`src/design/average_pool_3d_by_two_top_macros.svh`:
```
// assertion helpers shared by the pooling block
// every macro samples on i_clk and is switched off while i_rst_n is low
`ifndef AVERAGE_POOL_3D_BY_TWO_TOP_MACROS_SVH
`define AVERAGE_POOL_3D_BY_TWO_TOP_MACROS_SVH

// consequent checked in the same cycle as the antecedent
`define AP3_ASSERT_IMPL(lbl, ante, cons, msg) \
    lbl: assert property (@(posedge i_clk) disable iff (!i_rst_n) (ante) |-> (cons)) \
        else $error(msg);

// consequent checked in the cycle after the antecedent
`define AP3_ASSERT_NEXT(lbl, ante, cons, msg) \
    lbl: assert property (@(posedge i_clk) disable iff (!i_rst_n) (ante) |=> (cons)) \
        else $error(msg);

`endif

```
`src/design/ap3_fifo.sv`:
```
`timescale 1ns / 1ps
`default_nettype none

module ap3_fifo #(
    parameter int WIDTH = 8,
    parameter int DEPTH = 4
) (
    input  wire logic             i_clk,
    input  wire logic             i_rst_n,
    input  wire logic             i_push,
    input  wire logic [WIDTH-1:0] i_data,
    output logic                  o_full,
    input  wire logic             i_pop,
    output logic      [WIDTH-1:0] o_data,
    output logic                  o_empty
);

    localparam int PTR_W = $clog2(DEPTH);

    logic [WIDTH-1:0] r_mem [DEPTH];
    logic [PTR_W:0]   r_wr_ptr;
    logic [PTR_W:0]   r_rd_ptr;
    logic [PTR_W:0]   n_wr_ptr;
    logic [PTR_W:0]   n_rd_ptr;
    logic             do_push;
    logic             do_pop;

    // full when the pointers differ only in the wrap bit
    assign o_full  = (r_wr_ptr[PTR_W] != r_rd_ptr[PTR_W]) &&
                     (r_wr_ptr[PTR_W-1:0] == r_rd_ptr[PTR_W-1:0]);
    assign o_empty = (r_wr_ptr == r_rd_ptr);
    assign o_data  = r_mem[r_rd_ptr[PTR_W-1:0]];

    assign do_push = i_push && !o_full;
    assign do_pop  = i_pop && !o_empty;

    // pointer advance
    always_comb begin
        n_wr_ptr = r_wr_ptr;
        n_rd_ptr = r_rd_ptr;
        if (do_push) begin
            n_wr_ptr = r_wr_ptr + (PTR_W + 1)'(1);
        end
        if (do_pop) begin
            n_rd_ptr = r_rd_ptr + (PTR_W + 1)'(1);
        end
    end

    always_ff @(posedge i_clk) begin
        if (!i_rst_n) begin
            r_wr_ptr <= '0;
            r_rd_ptr <= '0;
        end else begin
            r_wr_ptr <= n_wr_ptr;
            r_rd_ptr <= n_rd_ptr;
        end
    end

    // storage
    always_ff @(posedge i_clk) begin
        if (do_push) begin
            r_mem[r_wr_ptr[PTR_W-1:0]] <= i_data;
        end
    end

endmodule

`default_nettype wire

```
`config.mk`:
```
export PLATFORM = sky130hd
export DESIGN_NAME = ap3_fifo
export DESIGN_NICKNAME = d
export VERILOG_FILES = /design/src/design/average_pool_3d_by_two_top_macros.svh /design/src/design/ap3_fifo.sv
export SDC_FILE = /design/constraint.sdc
export NUM_CORES = 1
export LEC_CHECK = 0
export ABC_CLOCK_PERIOD_IN_PS = 2400
export BUFFER_PORTS_ARGS = -buffer_cell sky130_fd_sc_hd__clkbuf_2
export CAP_MARGIN = 20
export CORE_MARGIN = 3
export CORE_UTILIZATION = 57
export CTS_BUF_LIST = sky130_fd_sc_hd__clkbuf_4
export DETAILED_ROUTE_END_ITERATION = 7
export HOLD_SLACK_MARGIN = 0.02
export PLACE_DENSITY = 0.79
export SYNTH_ARGS = -nofsm -noshare
export SYNTH_HDL_FRONTEND = slang
export SYNTH_SLANG_ARGS = --single-unit
```
`constraint.sdc`:
```
create_clock -name i_clk -period 2.4 [get_ports i_clk]
set_input_delay 0.48 -clock i_clk [delete_from_list [all_inputs] [get_ports i_clk]]
set_output_delay 0.48 -clock i_clk [all_outputs]
set_load 0.02 [all_outputs]
```
# Yosys cells after proc, flatten, opt, wreduce, memory -nomap -nowiden
# Memory sizes are Yosys's and may differ from the RTL's. A register that Yosys moved wholly into a read port is not among the register bits.
# Cells that the tools add are included.
dict set report word_totals {
  regBits 6
  word_cells 17
  ramBits 32
  out_inout_bits 10
  n_memories 1
}
# memory words width read_ports rd_clocked_by_memory_dff wr line
set mem_list {}
lappend mem_list {r_mem 4 8 1 1 1 ap3_fifo.sv:20} ;# logic [WIDTH-1:0] r_mem [DEPTH];
dict set report classes {
  reduce_logical 5
  n_eq_ne 3
  mux 4
  addsub 2
}
# operator count
set ops {}
lappend ops {{$add 3x1->3 const B} 2}
lappend ops {{$mux 2} 2}
lappend ops {{$eq 3x3->1} 1}
lappend ops {{$logic_and 1x1->1} 3}
lappend ops {{$eq 2x2->1} 1}
lappend ops {{$logic_not 1->1} 2}
lappend ops {{$mux 1} 2}
lappend ops {{$ne 1x1->1} 1}

# Longest topological paths before layout
dict set report depth {
  word_depth 6
  ltp_mapped 5
  depth_no_buf 4
}

# Worst setup path before layout
# No wires, ideal clock.
dict set report synth_timing {
  path_kind {register -> register}
  start {register r_wr_ptr[1]}
  end {memory r_mem[3][0], enable pin}
  slack_ns 0.610
  arrival_time_ns 1.475
  stages_incl_launch_ff 5
  path_buffers 1
  cell_sequence {dfxtp_1 -> buf_6 -> xor2_1 -> nor3_1 -> nor2_1}
}
dict set report synth_between {
  elab_chain_len 6
}
# element line
set synth_rtl {}
lappend synth_rtl {{start, declared} ap3_fifo.sv:21} ;# logic [PTR_W:0] r_wr_ptr;
lappend synth_rtl {{start signal, assigned} ap3_fifo.sv:54} ;# r_wr_ptr <= n_wr_ptr;
lappend synth_rtl {{$eq 2x2->1} ap3_fifo.sv:30} ;# (r_wr_ptr[PTR_W-1:0] == r_rd_ptr[PTR_W-1:0]);
lappend synth_rtl {{$logic_and 1x1->1} ap3_fifo.sv:29} ;# assign o_full = (r_wr_ptr[PTR_W] != r_rd_ptr[PTR_W]) &&
lappend synth_rtl {{named net o_full} ap3_fifo.sv:12} ;# output logic o_full,
lappend synth_rtl {{$logic_not 1->1} ap3_fifo.sv:34} ;# assign do_push = i_push && !o_full;
lappend synth_rtl {{$logic_and 1x1->1} ap3_fifo.sv:34}
lappend synth_rtl {{$mux 1} ap3_fifo.sv:61} ;# if (do_push) begin
lappend synth_rtl {{$mux 1 (not written as such)} ap3_fifo.sv:62} ;# r_mem[r_wr_ptr[PTR_W-1:0]] <= i_data;
lappend synth_rtl {{end, declared} ap3_fifo.sv:20}
# The timed path passes the listed nets, and every way through them passes these cells.

# Final worst setup path
dict set report layout_timing {
  start {register r_rd_ptr[0]}
  end {output o_full}
}
dict set report layout_between {
  elab_chain_len 2
}
# element line
set layout_rtl {}
lappend layout_rtl {{start, declared} ap3_fifo.sv:22} ;# logic [PTR_W:0] r_rd_ptr;
lappend layout_rtl {{start signal, assigned} ap3_fifo.sv:55} ;# r_rd_ptr <= n_rd_ptr;
lappend layout_rtl {{$eq 2x2->1} ap3_fifo.sv:30}
lappend layout_rtl {{$logic_and 1x1->1} ap3_fifo.sv:29}
lappend layout_rtl {{end, declared} ap3_fifo.sv:12}
# Every way passes these cells.

==> results.sh <==
export IMPL_clock_latency_ps=330
export IMPL_cts_tree="yes"
export IMPL_synth_edff_count=32
export IMPL_synth_commonest_cells="edfxtp_1 (32), dfxtp_1 (8), mux4_2 (8)"
export IMPL_clock_sinks=40
export IMPL_drc=0
export IMPL_place_gp_congestion=0.899
export IMPL_cts_root_buf="clkbuf_4"
export IMPL_rsz0062_at_grt="false"
export IMPL_drt_pass1_iter_count=4
export IMPL_num_rows=19
export IMPL_async_flop_share_pct=0
export IMPL_cellPowerDensity_mw_per_mm2=1020
export IMPL_hp_class="input pin to flip-flop"
export IMPL_crit_path_end_kind="output port"
export IMPL_clkTransAtPathRegs_ps=110
export IMPL_synthTopCellsByArea="edfxtp_1 (56%), mux4_2 (10%), dfxtp_1 (9.3%), ha_1 (3.6%), a211o_1 (2.0%)"
export IMPL_syn_area_mm2=0.00172
export IMPL_synth_yosys_seq_area_share_pct=65.0
export IMPL_cts_made_buffers=5
export IMPL_clockBufferDepth=2
export IMPL_grt_pass1_wl_um=4750
export IMPL_worstMarginPinSlew_ps=550
export IMPL_die_h_um=61
export IMPL_die_w_um=61
export IMPL_leakage_nw=0.709
export IMPL_cts_resized=0
export IMPL_drv_slew=0
export IMPL_worstSetupPathType="flip-flop to output port"
export IMPL_fin_skew_ps=11.7
export IMPL_syn2layout_area_growth_pct=11.3
export IMPL_dp_hpwl_um=2220
export IMPL_drive_above_1_share_pct=28.3
export IMPL_drtAntennaViolNets=0
export IMPL_syn_inst=110
export IMPL_nets=154
export IMPL_setup_viol=0
export IMPL_min_delay_start="i_data[5]"
export IMPL_synth_warnings=0
export IMPL_htreeDepth=2
export IMPL_start_util_pct=60.9
export IMPL_ys_seq_elements=40
export IMPL_maxCapViolCount=0
export IMPL_cp_data_required_time_ps=1920
export IMPL_final_util_pct=67.8
export IMPL_wire_per_inst_um=17.9
export IMPL_status="finished clean"
export IMPL_fillCellCount=197
export IMPL_synth_flop_cell="edfxtp_1"
export IMPL_synth_top_area_share_pct=55.7
export IMPL_period_share_pct=89.1
export IMPL_timing_rr_start="r_rd_ptr[0]$_SDFFE_PN0P_"
export IMPL_startpoint="r_rd_ptr[0]$_SDFFE_PN0P_"
export IMPL_drt_iter0_markers=48
export IMPL_postCtsSetupBuffers=0
export IMPL_hold_viol=0
export IMPL_fin_tns_setup_ps=0
export IMPL_grt_pass1_vias=995
export IMPL_syn_avg_cell_area_um2=15.7
export IMPL_coreArea_mm2=0.00283
export IMPL_grtUsageTotal_pct=18.4
export IMPL_irDropWorstVdd_uv=716
export IMPL_fmax_ghz=0.467
export IMPL_postCtsHoldBufs=0
export IMPL_grt_overflow_total=0
export IMPL_yosysMostFrequentCell="edfxtp_1"
export IMPL_die_area_mm2=0.00372
export IMPL_cp_arrival_ps=1660
export IMPL_io_buffers=21
export IMPL_vias=1016
export IMPL_ios=22
export IMPL_cp_start_kind="flip-flop"
export IMPL_syn_nets=127
export IMPL_grt_max_degree=12
export IMPL_viasPerCell=6.01
export IMPL_antenna_cells=0
export IMPL_drt_wl_total_um=3020
export IMPL_antenna_found_initial=0
export IMPL_worstPathMaxFanout=7
export IMPL_slew_headroom_pct=63.0
export IMPL_fin_crit_ps=2140
export IMPL_synth_top_cell_by_area="edfxtp_1"
export IMPL_synth_cell_types=28
==> worst paths after layout <==
| kind | end | slack, ps | cells after the start |
|---|---|---|---|
| setup / recovery | o_full | 260 | 3 |
| setup reg to reg | r_mem[3][6]$_DFFE_PP_ | 640 | 4 |
| hold / removal | r_mem[0][5]$_DFFE_PP_ | 370 | 1 |
| hold reg to reg | r_wr_ptr[2]$_SDFFE_PN0P_ | 560 | 2 |
==> cell type report <==
| class | instances | area, µm² | share of cell area [%] |
|---|---|---|---|
| sequential | 40 | 1120 | 58.4 |
| multi-input combinational | 61 | 557 | 29.0 |
| timing repair buffer | 24 | 128 | 6.65 |
| clock buffer | 7 | 52.6 | 2.74 |
| tap | 31 | 38.8 | 2.02 |
| inverter | 5 | 18.8 | 0.978 |
| clock inverter | 1 | 3.75 | 0.196 |
==> routing by layer <==
metal  global-route usage [%]  wire [µm]
met2                     31.6       1600
met1                     21.9       1270
met4                     6.50         34
met3                     5.74        116
met5                        0          0
==> power by group <==
group	switching [mW]	internal [mW]
clock network	0.191	0.135
logic	0.401	0.271
registers	0.0887	0.878
total	0.681	1.28
==> sequential cells by signal, indices dropped and copies added (netlist names), named ones only <==
signal and flops:
r_mem 32, r_rd_ptr 3, r_wr_ptr 3
==> worst max-delay path, cell delays in order (launching register included) <==
cell	delay (ps)
dfxtp_1	470
xor2_1	500
nor3_1	170
clkbuf_2	190
==> cells in the final DEF (no fill, tap or decap), types with 4 or more instances in the layout <==
| cell | count |
|---|---|
| clkbuf_4 | 7 |
| ha_1 | 5 |
| edfxtp_1 | 32 |
| dfxtp_1 | 8 |
| and2_1 | 4 |
| nand3b_1 | 4 |
| clkbuf_2 | 21 |
| inv_1 | 5 |
| nor3_1 | 4 |
| a211o_1 | 4 |
| o21ai_0 | 4 |
| mux4_2 | 8 |
==> cell families (layout without fill, tap and decap cells) <==
logic type	after synthesis	after routing	synth area share, %
multiplexers	8	8	10.4
AND/OR/NAND/NOR	24	24	7.84
AO/OA/AOI/OAI	18	18	7.33
XOR/XNOR	6	6	3.05
adder cells (fa/ha/maj)	5	5	3.63
flip-flops	40	40	65.0
buffers and inverters	9	37	2.68
==> metrics by stage <==
step	instance area [µm²]	setup slack, ps	std cells	hold WS (ps)	power [mW]
2_1_floorplan	1720	610	110	501	1.46
3_3_place_gp	1860	697	161	536	1.64
3_5_place_dp	1860	649	161	545	1.66
4_1_cts	1920	261	169	364	1.98
5_1_grt	1920	138	169	341	2.09
6_report	1920	261	169	368	1.97
Note: power is estimated with default switching activity, not from simulation.
