File: config.mk
export PLATFORM = sky130hd
export DESIGN_NAME = ap3_front
export DESIGN_NICKNAME = d
export VERILOG_FILES = /design/src/design/ap3_pkg.sv /design/src/design/ap3_front.sv
export VERILOG_INCLUDE_DIRS = /design/src /design/src/design
export SDC_FILE = /design/constraint.sdc
export NUM_CORES = 1
export LEC_CHECK = 0
export ABC_AREA = 1
export BUFFER_PORTS_ARGS = -buffer_cell sky130_fd_sc_hd__buf_2
export CORE_UTILIZATION = 25
export DETAILED_ROUTE_END_ITERATION = 10
export GPL_TIMING_DRIVEN = 0
export PLACE_DENSITY_LB_ADDON = 0.2
export SKIP_LAST_GASP = 1
export SLEW_MARGIN = 20
export SYNTH_ARGS = -nofsm -noshare
export SYNTH_HDL_FRONTEND = slang
export SYNTH_SLANG_ARGS = --single-unit
export TNS_END_PERCENT = 50
File: constraint.sdc
create_clock -name i_clk -period 3.3 [get_ports i_clk]
set_clock_uncertainty 0.15 [all_clocks]
set_input_delay 0.99 -clock i_clk [delete_from_list [all_inputs] [get_ports i_clk]]
set_output_delay 0.99 -clock i_clk [all_outputs]
set_load 0.02 [all_outputs]
File: src/design/average_pool_3d_by_two_top_macros.svh
// assertion helpers shared by the pooling block
// every macro samples on i_clk and is switched off while i_rst_n is low
`ifndef AVERAGE_POOL_3D_BY_TWO_TOP_MACROS_SVH
`define AVERAGE_POOL_3D_BY_TWO_TOP_MACROS_SVH

// consequent checked in the same cycle as the antecedent
`define AP3_ASSERT_IMPL(lbl, ante, cons, msg) \
    lbl: assert property (@(posedge i_clk) disable iff (!i_rst_n) (ante) |-> (cons)) \
        else $error(msg);

// consequent checked in the cycle after the antecedent
`define AP3_ASSERT_NEXT(lbl, ante, cons, msg) \
    lbl: assert property (@(posedge i_clk) disable iff (!i_rst_n) (ante) |=> (cons)) \
        else $error(msg);

`endif

File: src/design/ap3_pkg.sv
`timescale 1ns / 1ps
`default_nettype none

package ap3_pkg;

    // default sizing of the block
    localparam int DEF_MAX_CHAN    = 16;
    localparam int DEF_MAX_WIDTH   = 64;
    localparam int DEF_MAX_HEIGHT  = 64;
    localparam int DEF_SAMPLE_BITS = 16;

    // register widths
    localparam int CH_CNT_W   = 5;
    localparam int SIZE_XY_W  = 7;
    localparam int SIZE_Z_W   = 13;
    localparam int CFG_DATA_W = 13;
    localparam int CFG_IDX_W  = 2;

    // register reset values
    localparam int RST_CHAN   = 1;
    localparam int RST_WIDTH  = 64;
    localparam int RST_HEIGHT = 64;
    localparam int RST_DEPTH  = 64;

    // depth along z is bounded independently of the store
    localparam int DEPTH_LIMIT = 4096;
    localparam int Z_POS_W     = $clog2(DEPTH_LIMIT);

    // eight samples per block, so the mean is a shift by three
    localparam int MEAN_SHIFT = 3;

    // queue depths
    localparam int QUEUE_DEPTH = 4;
    localparam int OUT_DEPTH   = 2;

    typedef enum logic [CFG_IDX_W-1:0] {
        CFG_CHANNEL_COUNT = 2'd0,
        CFG_INPUT_WIDTH   = 2'd1,
        CFG_INPUT_HEIGHT  = 2'd2,
        CFG_INPUT_DEPTH   = 2'd3
    } t_cfg_reg;

    // classification of one sample, front to back
    typedef struct packed {
        logic first;
        logic last;
        logic vend;
    } t_item_flags;

    localparam int FLAGS_W = $bits(t_item_flags);

endpackage

`default_nettype wire

File: src/design/ap3_front.sv
`timescale 1ns / 1ps
`default_nettype none
`include "average_pool_3d_by_two_top_macros.svh"

module ap3_front #(
    parameter int MAX_CHAN    = ap3_pkg::DEF_MAX_CHAN,
    parameter int MAX_WIDTH   = ap3_pkg::DEF_MAX_WIDTH,
    parameter int MAX_HEIGHT  = ap3_pkg::DEF_MAX_HEIGHT,
    parameter int SAMPLE_BITS = ap3_pkg::DEF_SAMPLE_BITS,
    parameter int ADDR_W      = 14
) (
    input  wire logic                               i_clk,
    input  wire logic                               i_rst_n,
    input  wire logic                               i_cfg_wr_en,
    input  wire logic [ap3_pkg::CFG_IDX_W-1:0]      i_cfg_index,
    input  wire logic [ap3_pkg::CFG_DATA_W-1:0]     i_cfg_data,
    input  wire logic                               i_push,
    output logic                                    o_full,
    input  wire logic signed [SAMPLE_BITS-1:0]      i_sample,
    output logic                                    o_q_push,
    input  wire logic                               i_q_full,
    output logic      [ADDR_W-1:0]                  o_q_addr,
    output logic signed [SAMPLE_BITS-1:0]           o_q_sample,
    output ap3_pkg::t_item_flags                    o_q_flags
);

    import ap3_pkg::*;

    localparam int CHAN_W = (MAX_CHAN > 1) ? $clog2(MAX_CHAN) : 1;
    localparam int X_W    = $clog2(MAX_WIDTH);
    localparam int Y_W    = $clog2(MAX_HEIGHT);
    localparam int NC_W   = $clog2(MAX_CHAN + 1);
    localparam int W_W    = $clog2(MAX_WIDTH + 1);
    localparam int H_W    = $clog2(MAX_HEIGHT + 1);
    localparam int D_W    = $clog2(DEPTH_LIMIT + 1);
    localparam int HALF_W = MAX_WIDTH / 2;

    logic [CH_CNT_W-1:0]  r_channel_count, n_channel_count;
    logic [SIZE_XY_W-1:0] r_input_width, n_input_width;
    logic [SIZE_XY_W-1:0] r_input_height, n_input_height;
    logic [SIZE_Z_W-1:0]  r_input_depth, n_input_depth;

    logic [CHAN_W-1:0]    r_chan_pos, n_chan_pos;
    logic [X_W-1:0]       r_x_pos, n_x_pos;
    logic [Y_W-1:0]       r_y_pos, n_y_pos;
    logic [Z_POS_W-1:0]   r_z_pos, n_z_pos;

    logic [NC_W-1:0]      nc;
    logic [W_W-1:0]       w_clamp, w_eff;
    logic [H_W-1:0]       h_clamp, h_eff;
    logic [D_W-1:0]       d_clamp, d_eff;
    logic                 chan_wrap, x_wrap, y_wrap, z_wrap;
    logic                 accept;
    logic                 cfg_hit;
    logic [ADDR_W-1:0]    cell_idx;

    // effective sizes: clamp to the supported range, sizes rounded down to even
    always_comb begin
        if (r_channel_count == '0) begin
            nc = NC_W'(1);
        end else if (32'(r_channel_count) > 32'(MAX_CHAN)) begin
            nc = NC_W'(MAX_CHAN);
        end else begin
            nc = NC_W'(r_channel_count);
        end

        if (32'(r_input_width) < 32'd2) begin
            w_clamp = W_W'(2);
        end else if (32'(r_input_width) > 32'(MAX_WIDTH)) begin
            w_clamp = W_W'(MAX_WIDTH);
        end else begin
            w_clamp = W_W'(r_input_width);
        end

        if (32'(r_input_height) < 32'd2) begin
            h_clamp = H_W'(2);
        end else if (32'(r_input_height) > 32'(MAX_HEIGHT)) begin
            h_clamp = H_W'(MAX_HEIGHT);
        end else begin
            h_clamp = H_W'(r_input_height);
        end

        if (32'(r_input_depth) < 32'd2) begin
            d_clamp = D_W'(2);
        end else if (32'(r_input_depth) > 32'(DEPTH_LIMIT)) begin
            d_clamp = D_W'(DEPTH_LIMIT);
        end else begin
            d_clamp = D_W'(r_input_depth);
        end

        w_eff = {w_clamp[W_W-1:1], 1'b0};
        h_eff = {h_clamp[H_W-1:1], 1'b0};
        d_eff = {d_clamp[D_W-1:1], 1'b0};
    end

    // position wrap detection
    assign chan_wrap = (32'(r_chan_pos) + 32'd1) >= 32'(nc);
    assign x_wrap    = (32'(r_x_pos) + 32'd1) >= 32'(w_eff);
    assign y_wrap    = (32'(r_y_pos) + 32'd1) >= 32'(h_eff);
    assign z_wrap    = (32'(r_z_pos) + 32'd1) >= 32'(d_eff);

    // request handshake into the queue
    assign accept   = i_push && !i_q_full;
    assign o_full   = i_q_full;
    assign o_q_push = accept;

    // partial-sum entry: output row, output column, channel
    assign cell_idx = (ADDR_W'(r_y_pos >> 1) * ADDR_W'(HALF_W) + ADDR_W'(r_x_pos >> 1))
                      * ADDR_W'(MAX_CHAN) + ADDR_W'(r_chan_pos);

    // classify the sample within its 2x2x2 block
    always_comb begin
        o_q_addr        = cell_idx;
        o_q_sample      = i_sample;
        o_q_flags.first = !(r_x_pos[0] || r_y_pos[0] || r_z_pos[0]);
        o_q_flags.last  = r_x_pos[0] && r_y_pos[0] && r_z_pos[0];
        o_q_flags.vend  = r_x_pos[0] && r_y_pos[0] && r_z_pos[0] &&
                          chan_wrap && x_wrap && y_wrap && z_wrap;
    end

    // register writes and position counters
    always_comb begin
        n_channel_count = r_channel_count;
        n_input_width   = r_input_width;
        n_input_height  = r_input_height;
        n_input_depth   = r_input_depth;
        n_chan_pos      = r_chan_pos;
        n_x_pos         = r_x_pos;
        n_y_pos         = r_y_pos;
        n_z_pos         = r_z_pos;
        cfg_hit         = 1'b0;

        if (i_cfg_wr_en) begin
            case (t_cfg_reg'(i_cfg_index))
                CFG_CHANNEL_COUNT: begin
                    n_channel_count = i_cfg_data[CH_CNT_W-1:0];
                    cfg_hit         = 1'b1;
                end
                CFG_INPUT_WIDTH: begin
                    n_input_width = i_cfg_data[SIZE_XY_W-1:0];
                    cfg_hit       = 1'b1;
                end
                CFG_INPUT_HEIGHT: begin
                    n_input_height = i_cfg_data[SIZE_XY_W-1:0];
                    cfg_hit        = 1'b1;
                end
                CFG_INPUT_DEPTH: begin
                    n_input_depth = i_cfg_data[SIZE_Z_W-1:0];
                    cfg_hit       = 1'b1;
                end
                default: begin
                    cfg_hit = 1'b0;
                end
            endcase
            if (cfg_hit) begin
                n_chan_pos = '0;
                n_x_pos    = '0;
                n_y_pos    = '0;
                n_z_pos    = '0;
            end
        end else if (accept) begin
            if (!chan_wrap) begin
                n_chan_pos = r_chan_pos + CHAN_W'(1);
            end else begin
                n_chan_pos = '0;
                if (!x_wrap) begin
                    n_x_pos = r_x_pos + X_W'(1);
                end else begin
                    n_x_pos = '0;
                    if (!y_wrap) begin
                        n_y_pos = r_y_pos + Y_W'(1);
                    end else begin
                        n_y_pos = '0;
                        if (!z_wrap) begin
                            n_z_pos = r_z_pos + Z_POS_W'(1);
                        end else begin
                            n_z_pos = '0;
                        end
                    end
                end
            end
        end
    end

    always_ff @(posedge i_clk) begin
        if (!i_rst_n) begin
            r_channel_count <= CH_CNT_W'(RST_CHAN);
            r_input_width   <= SIZE_XY_W'(RST_WIDTH);
            r_input_height  <= SIZE_XY_W'(RST_HEIGHT);
            r_input_depth   <= SIZE_Z_W'(RST_DEPTH);
            r_chan_pos      <= '0;
            r_x_pos         <= '0;
            r_y_pos         <= '0;
            r_z_pos         <= '0;
        end else begin
            r_channel_count <= n_channel_count;
            r_input_width   <= n_input_width;
            r_input_height  <= n_input_height;
            r_input_depth   <= n_input_depth;
            r_chan_pos      <= n_chan_pos;
            r_x_pos         <= n_x_pos;
            r_y_pos         <= n_y_pos;
            r_z_pos         <= n_z_pos;
        end
    end

    // checks
    `AP3_ASSERT_NEXT(a_cfg_restarts, i_cfg_wr_en, (r_chan_pos == '0) && (r_x_pos == '0) && (r_y_pos == '0) && (r_z_pos == '0), "register write did not restart the volume")
    `AP3_ASSERT_IMPL(a_chan_in_range, 1'b1, 32'(r_chan_pos) < 32'(nc), "channel position beyond channel count")
    `AP3_ASSERT_IMPL(a_vend_on_last, o_q_push && o_q_flags.vend, o_q_flags.last && !o_q_flags.first, "volume end on a sample that closes no block")

endmodule

`default_nettype wire

Yosys cells after proc, flatten, opt, wreduce, memory -nomap -nowiden
Index checks and enable logic that the tools add are counted.
- bits in latches: 0
- memories: 0
- logic and storage cells: 90
- bits in writable memories: 0
- bits in registers: 60
- output and inout port bits: 35
- ROM bits: 0
- bits of input ports: 36
- reduce and logical (&&, ||, !) cells: 26
- divide/modulo/power cells: 0
- equal/unequal tests: 4
- shift operators: 0
- add/subtract/negate cells: 10
- muxes and demuxes: 31
- $lt $le $gt $ge: 11
- multipliers: 0
- bitwise gates (word level): 0
- operators with widths (cell ; count):
    $mux 12 ; 7
    $mux 6 ; 10
    $mux 7 ; 4
    $mux 13 ; 2
    $mux 4 ; 4
    $add 14x4->14 ; 1
    $add 6x1->7 const B ; 2
    $ge 7x7->1 ; 2
    $gt 7x7->1 const B ; 2
    $lt 7x2->1 const B ; 2
    $add 12x1->13 const B ; 1
    $ge 13x13->1 ; 1
    $gt 13x13->1 const B ; 1
    $lt 13x2->1 const B ; 1
    $add 12x1->12 const B ; 1
    $add 6x1->6 const B ; 2
    $add 10x5->10 ; 1
    $mux 5 ; 2
    $reduce_and 2->1 ; 5
    $reduce_bool 2->1 ; 4
    $logic_and 1x1->1 ; 7
    $add 4x1->5 const B ; 1
    $ge 5x5->1 ; 1
    $gt 5x5->1 const B ; 1
    13 further kinds ; 17

Longest topological paths before layout
- depth in word-level cells: 10
- gate-level depth with buffers: 19
- gate-level depth less buffers: 18

Worst setup path after synthesis
OpenSTA, ideal clock, no wires.
- path kind: flip-flop to output port
- from: register r_input_depth[1]
- to: output port o_q_flags[0] (netlist bit)
- data required time: 2160 ps
- path slack: -6 ps
- stages on the path, launching flop included: 14
- buffers on the path: 1
- data arrival time: 2166 ps
- cell sequence: dfxtp_1 > nor4_1 > nand2_1 > nor2_1 > nand3_1 > nand2_1 > buf_2 > nand2_1 > ha_1 > nand2_1 > nor2_1 > and2_1 > nand2_1 > a31oi_1
- RTL lines (element ; RTL line ; source):
    start, declared ; ap3_front.sv:41 ; logic [SIZE_Z_W-1:0] r_input_depth, n_input_depth;
    start signal, assigned ; ap3_front.sv:190 ; r_input_depth <= SIZE_Z_W'(RST_DEPTH);
    start signal, assigned ; ap3_front.sv:199 ; r_input_depth <= n_input_depth;
    end, declared ; ap3_front.sv:24 ; output ap3_pkg::t_item_flags o_q_flags

==> results list <==
* Max H-tree Level: 3
* Overall die area: between 15000 and 20000 um2
* Number of max-slew violations in the final report: 0
- Total nets after synthesis: between 600 and 700
- Max-cap violations: 0
* Via-to-Cell Ratio: approximately 4.3
- Input and output buffers added on the ports amount to 52.
* Mean routed wirelength per cell: between 10 and 15 um
- The checks that failed: negative setup slack.
- 0 antenna diodes ended up in the layout.
- In this run the tightest slew margin relative to its limit is 46.4%.
- Antenna viol nets, final: 0
- a little over 70 I/O pins were placed.
- Static leakage: around 2.5 nW
* Clock insertion delay at the later pin of the skew report: about 0.33 ns
- Site row count: between 40 and 50
- End-of-flow core utilization: 33.1%
* Actual slew at the worst max-slew pin: between 0.8 and 0.9 ns
* Worst R2R Path Depth: 25
* Number of non-filler instances in the completed layout: ~900
- Routability-driven placement finished with a final weighted congestion of between 0.7 and 0.8.
* Vias in the first global route: ~3.6k
- STA classifies the critical path startpoint as a flip-flop.
* Total half-perimeter wirelength after legalization and detailed placement: 8.27 mm
- End of the worst register-to-register path: r_z_pos[4]$_SDFFE_PN0P_
* Count of cells along the worst hold path: 2
* Total vias in the final route: 3863
- Final number of hold-violating endpoints: 0
- Drt first-iter violations: between 100 and 150
* Path category of the worst min-delay check: reg -> reg
- At the worst endpoint, the required time is around 2.2 ns.
* Status: complete, but fails checks
* Root buffer cell: sky130_fd_sc_hd__clkbuf_16
- TritonCTS Sinks: 60
- The worst setup path is captured at a primary output.
- VDD IR-drop max: ~0.21 mV
- In the final layout, the share of cells above drive strength 1 is approximately a quarter.
* Setup repair after global routing missed its margin: true
- Fin crit period: 3.70 ns
- Core Box Area: 15800 um2
- Hold Startpoint: r_input_depth[0]$_SDFFE_PN0P_
* Total clock buffers created by CTS: 9
* Die height: between 100 and 150 um
* Largest net degree at the start of global routing: 13
- TritonCTS built the clock tree.
- Synth-to-layout area growth: 29.9%
* Launch point of the worst path: r_input_depth[4]$_SDFFE_PN0P_
- The library cell used most frequently in the layout, excluding fill and tap cells, is sky130_fd_sc_hd__nand2_1.
* Commonest non-fill, non-tap cells in the layout: 126 x sky130_fd_sc_hd__nand2_1, 100 x sky130_fd_sc_hd__nor2_1, 68 x sky130_fd_sc_hd__inv_1
- Power spread over the standard cell area amounts to roughly 440 nW/um2.
- Hold Path End: r_input_depth[0]$_SDFFE_PN0P_
- Top cell type by total area after synthesis: sky130_fd_sc_hd__dfxtp_1
- The first global-routing pass estimated roughly 18 mm of wire.
- Max Fclk: 271 MHz
- The synthesized design contains 60 register bits.
- The clock passes through at most 2 buffers.
* Data arrival time of the worst path: about 2.6 ns
- Summing the sequential cell areas from Yosys gives 29.9% of the chip area.
* GRT Util Overall: 13.6%
- After detailed routing, the total wire length is around 11 mm.
- The floorplan step set the die width to 129 um.
- By startpoint and endpoint, the worst setup path is classified as reg -> out.
* Count of distinct cell types in the synthesized netlist: 38
- In the post-route analysis, the smallest setup slack over all paths is -0.396 ns.
- Synth top area share: 29.9%
- Number of iterations in the first detailed-routing pass: 4
- Post-synthesis cell area: 4020 um2
- Counting every instance in the synthesized netlist gives around 600.
- At the end of the flow, the number of nets in the layout was roughly 740.
- Beginning of the worst register-to-register path: r_input_depth[4]$_SDFFE_PN0P_
* Area contributors post-synth: sky130_fd_sc_hd__dfxtp_1 30%, sky130_fd_sc_hd__nand2_1 13%, sky130_fd_sc_hd__ha_1 10%
- Setup violations remaining at the end of the flow were counted as 13.
- After synthesis, the mean cell area works out to between 6 and 7 um2.
- In the routed design, unresolved DRC markers number 0.
- # placed instances: 866
* Maximum fanout encountered on the critical timing path: 5
* Share of the clock period used by the worst path after layout: 112%
- During synthesis, Yosys emitted a total of 0 warnings.
* Grt ovf: 0
- Clock edge transition at the registers on the reported setup and hold paths: 0.06 ns
- Starting density of the core: between 20% and 30%
- Setup slack of the worst register-to-register path: -0.38 ns
* Number of antenna violations at the first check in global routing: 0
==> power breakdown <==
part	switching (mW)	internal (mW)	total, mW
registers	0.0347	0.762	0.796
logic	0.266	0.187	0.452
clock network	0.371	0.664	1.04
==> metal layers <==
| metal | global-route usage, % | share of wire, % | wire [um] |
|---|---|---|---|
| met5 | 0 | 0 | 0 |
| met4 | 4.91 | 1.1 | 123 |
| met3 | 2.37 | 3.3 | 358 |
| met2 | 23.3 | 48 | 5210 |
| met1 | 17.1 | 48 | 5250 |
==> cell families after synthesis <==
| logic type | Yosys count | share of synthesized area, % |
|---|---|---|
| and+or+nand+nor | 294 | 31.1 |
| adders and majority gates | 33 | 10.3 |
| buffers and inverters | 112 | 13.7 |
| AOI/OAI and AO/OA | 85 | 12.0 |
| DFF | 60 | 29.9 |
| xor gates and xnor gates | 14 | 3.05 |
==> how the worst max path moves through the flow <==
stage	cells after the start	to	slack, ns
CTS	15	o_q_flags[0]	-0.42
global route	15	o_q_flags[0]	-0.53
detailed placement	13	o_q_flags[0]	-0.42
finish	15	o_q_flags[0]	-0.40
floorplan	14	o_q_flags[0]	0.10
global placement	13	o_q_flags[0]	-0.40
==> what timing repair did <==
item | 4_1_cts | 5_1_grt
cloned | 1 | 1
hold buffers | 0 | 0
buffers inserted | 10 | 1
gates resized for setup | 38 | 19
pin swaps | 13 | 13
setup endpoints to repair | 1 | 13
==> cell type report <==
class                   count  area, um2
inverters                  71        267
repair buffers             65        365
plain buffers              41        297
fillers                  1725      10500
flip-flops and latches     60       1210
clock inverters             7        101
well taps                 216        270
multi-input cells         426       2490
clock buffers               9        225
==> cell usage after synthesis <==
cell type                  number
sky130_fd_sc_hd__a31oi_1        1
sky130_fd_sc_hd__clkinv_1       1
sky130_fd_sc_hd__buf_6          3
sky130_fd_sc_hd__o21bai_1      12
sky130_fd_sc_hd__or4_1          1
sky130_fd_sc_hd__and2_1         1
sky130_fd_sc_hd__nand3b_1       1
sky130_fd_sc_hd__o211ai_1       3
sky130_fd_sc_hd__ha_1          33
sky130_fd_sc_hd__xor2_1        13
sky130_fd_sc_hd__inv_2          2
sky130_fd_sc_hd__nand2_1      138
sky130_fd_sc_hd__nand2_4        2
sky130_fd_sc_hd__nor3_1        10
sky130_fd_sc_hd__nor3b_1        2
sky130_fd_sc_hd__a21oi_1       30
sky130_fd_sc_hd__inv_1         68
sky130_fd_sc_hd__nor3_4         1
sky130_fd_sc_hd__o21ai_1        1
sky130_fd_sc_hd__nand2_2        1
sky130_fd_sc_hd__buf_2          2
sky130_fd_sc_hd__nand3_2        3
sky130_fd_sc_hd__xnor2_1        1
sky130_fd_sc_hd__nor2_8         1
sky130_fd_sc_hd__clkbuf_1       8
sky130_fd_sc_hd__nor2_1       105
sky130_fd_sc_hd__nor4_1         2
sky130_fd_sc_hd__buf_4         28
sky130_fd_sc_hd__o31ai_1        2
sky130_fd_sc_hd__nand3_1       17
sky130_fd_sc_hd__nor2_2         3
sky130_fd_sc_hd__o211a_1        1
sky130_fd_sc_hd__o21ai_0       31
sky130_fd_sc_hd__a21o_1         3
sky130_fd_sc_hd__nand4_1        5
sky130_fd_sc_hd__dfxtp_1       60
sky130_fd_sc_hd__nor2_4         1
sky130_fd_sc_hd__o21a_1         1
==> registers in the layout, indices dropped and copies added, names as in the netlist <==
register,count
r_channel_count,5
r_chan_pos,4
r_x_pos,6
r_z_pos,12
r_input_width,7
r_y_pos,6
r_input_depth,13
r_input_height,7
==> metrics by stage <==
step                cell area, um2  setup TNS [ns]  hold slack, ns  worst slack (ns)  total power, mW
floorplan                     4030               0           0.280             0.103             1.08
global placement              4560          -0.404           0.304            -0.404             1.18
detailed placement            4560          -0.420           0.305            -0.420             1.19
CTS                           5140           -3.91           0.312            -0.422             2.28
global route                  5230           -6.12           0.351            -0.527             2.40
finish                        5230           -4.10           0.312            -0.396             2.28
==> critical path, cell delays in order, from the launching register on <==
cell and delay [ns]:
sky130_fd_sc_hd__dfxtp_2 0.33, sky130_fd_sc_hd__nor4_4 0.29, sky130_fd_sc_hd__nand2_1 0.09, sky130_fd_sc_hd__nor2_2 0.10
sky130_fd_sc_hd__nand3_1 0.09, sky130_fd_sc_hd__nand2_2 0.10, sky130_fd_sc_hd__buf_6 0.15, sky130_fd_sc_hd__nand2_4 0.06
sky130_fd_sc_hd__ha_4 0.28, sky130_fd_sc_hd__nand2_4 0.05, sky130_fd_sc_hd__nor2_4 0.11, sky130_fd_sc_hd__nand2_1 0.06
sky130_fd_sc_hd__nor2_1 0.12, sky130_fd_sc_hd__nor2_2 0.07, sky130_fd_sc_hd__a31oi_4 0.17, sky130_fd_sc_hd__buf_6 0.14
No activity file was read; power rests on OpenSTA's default activity.
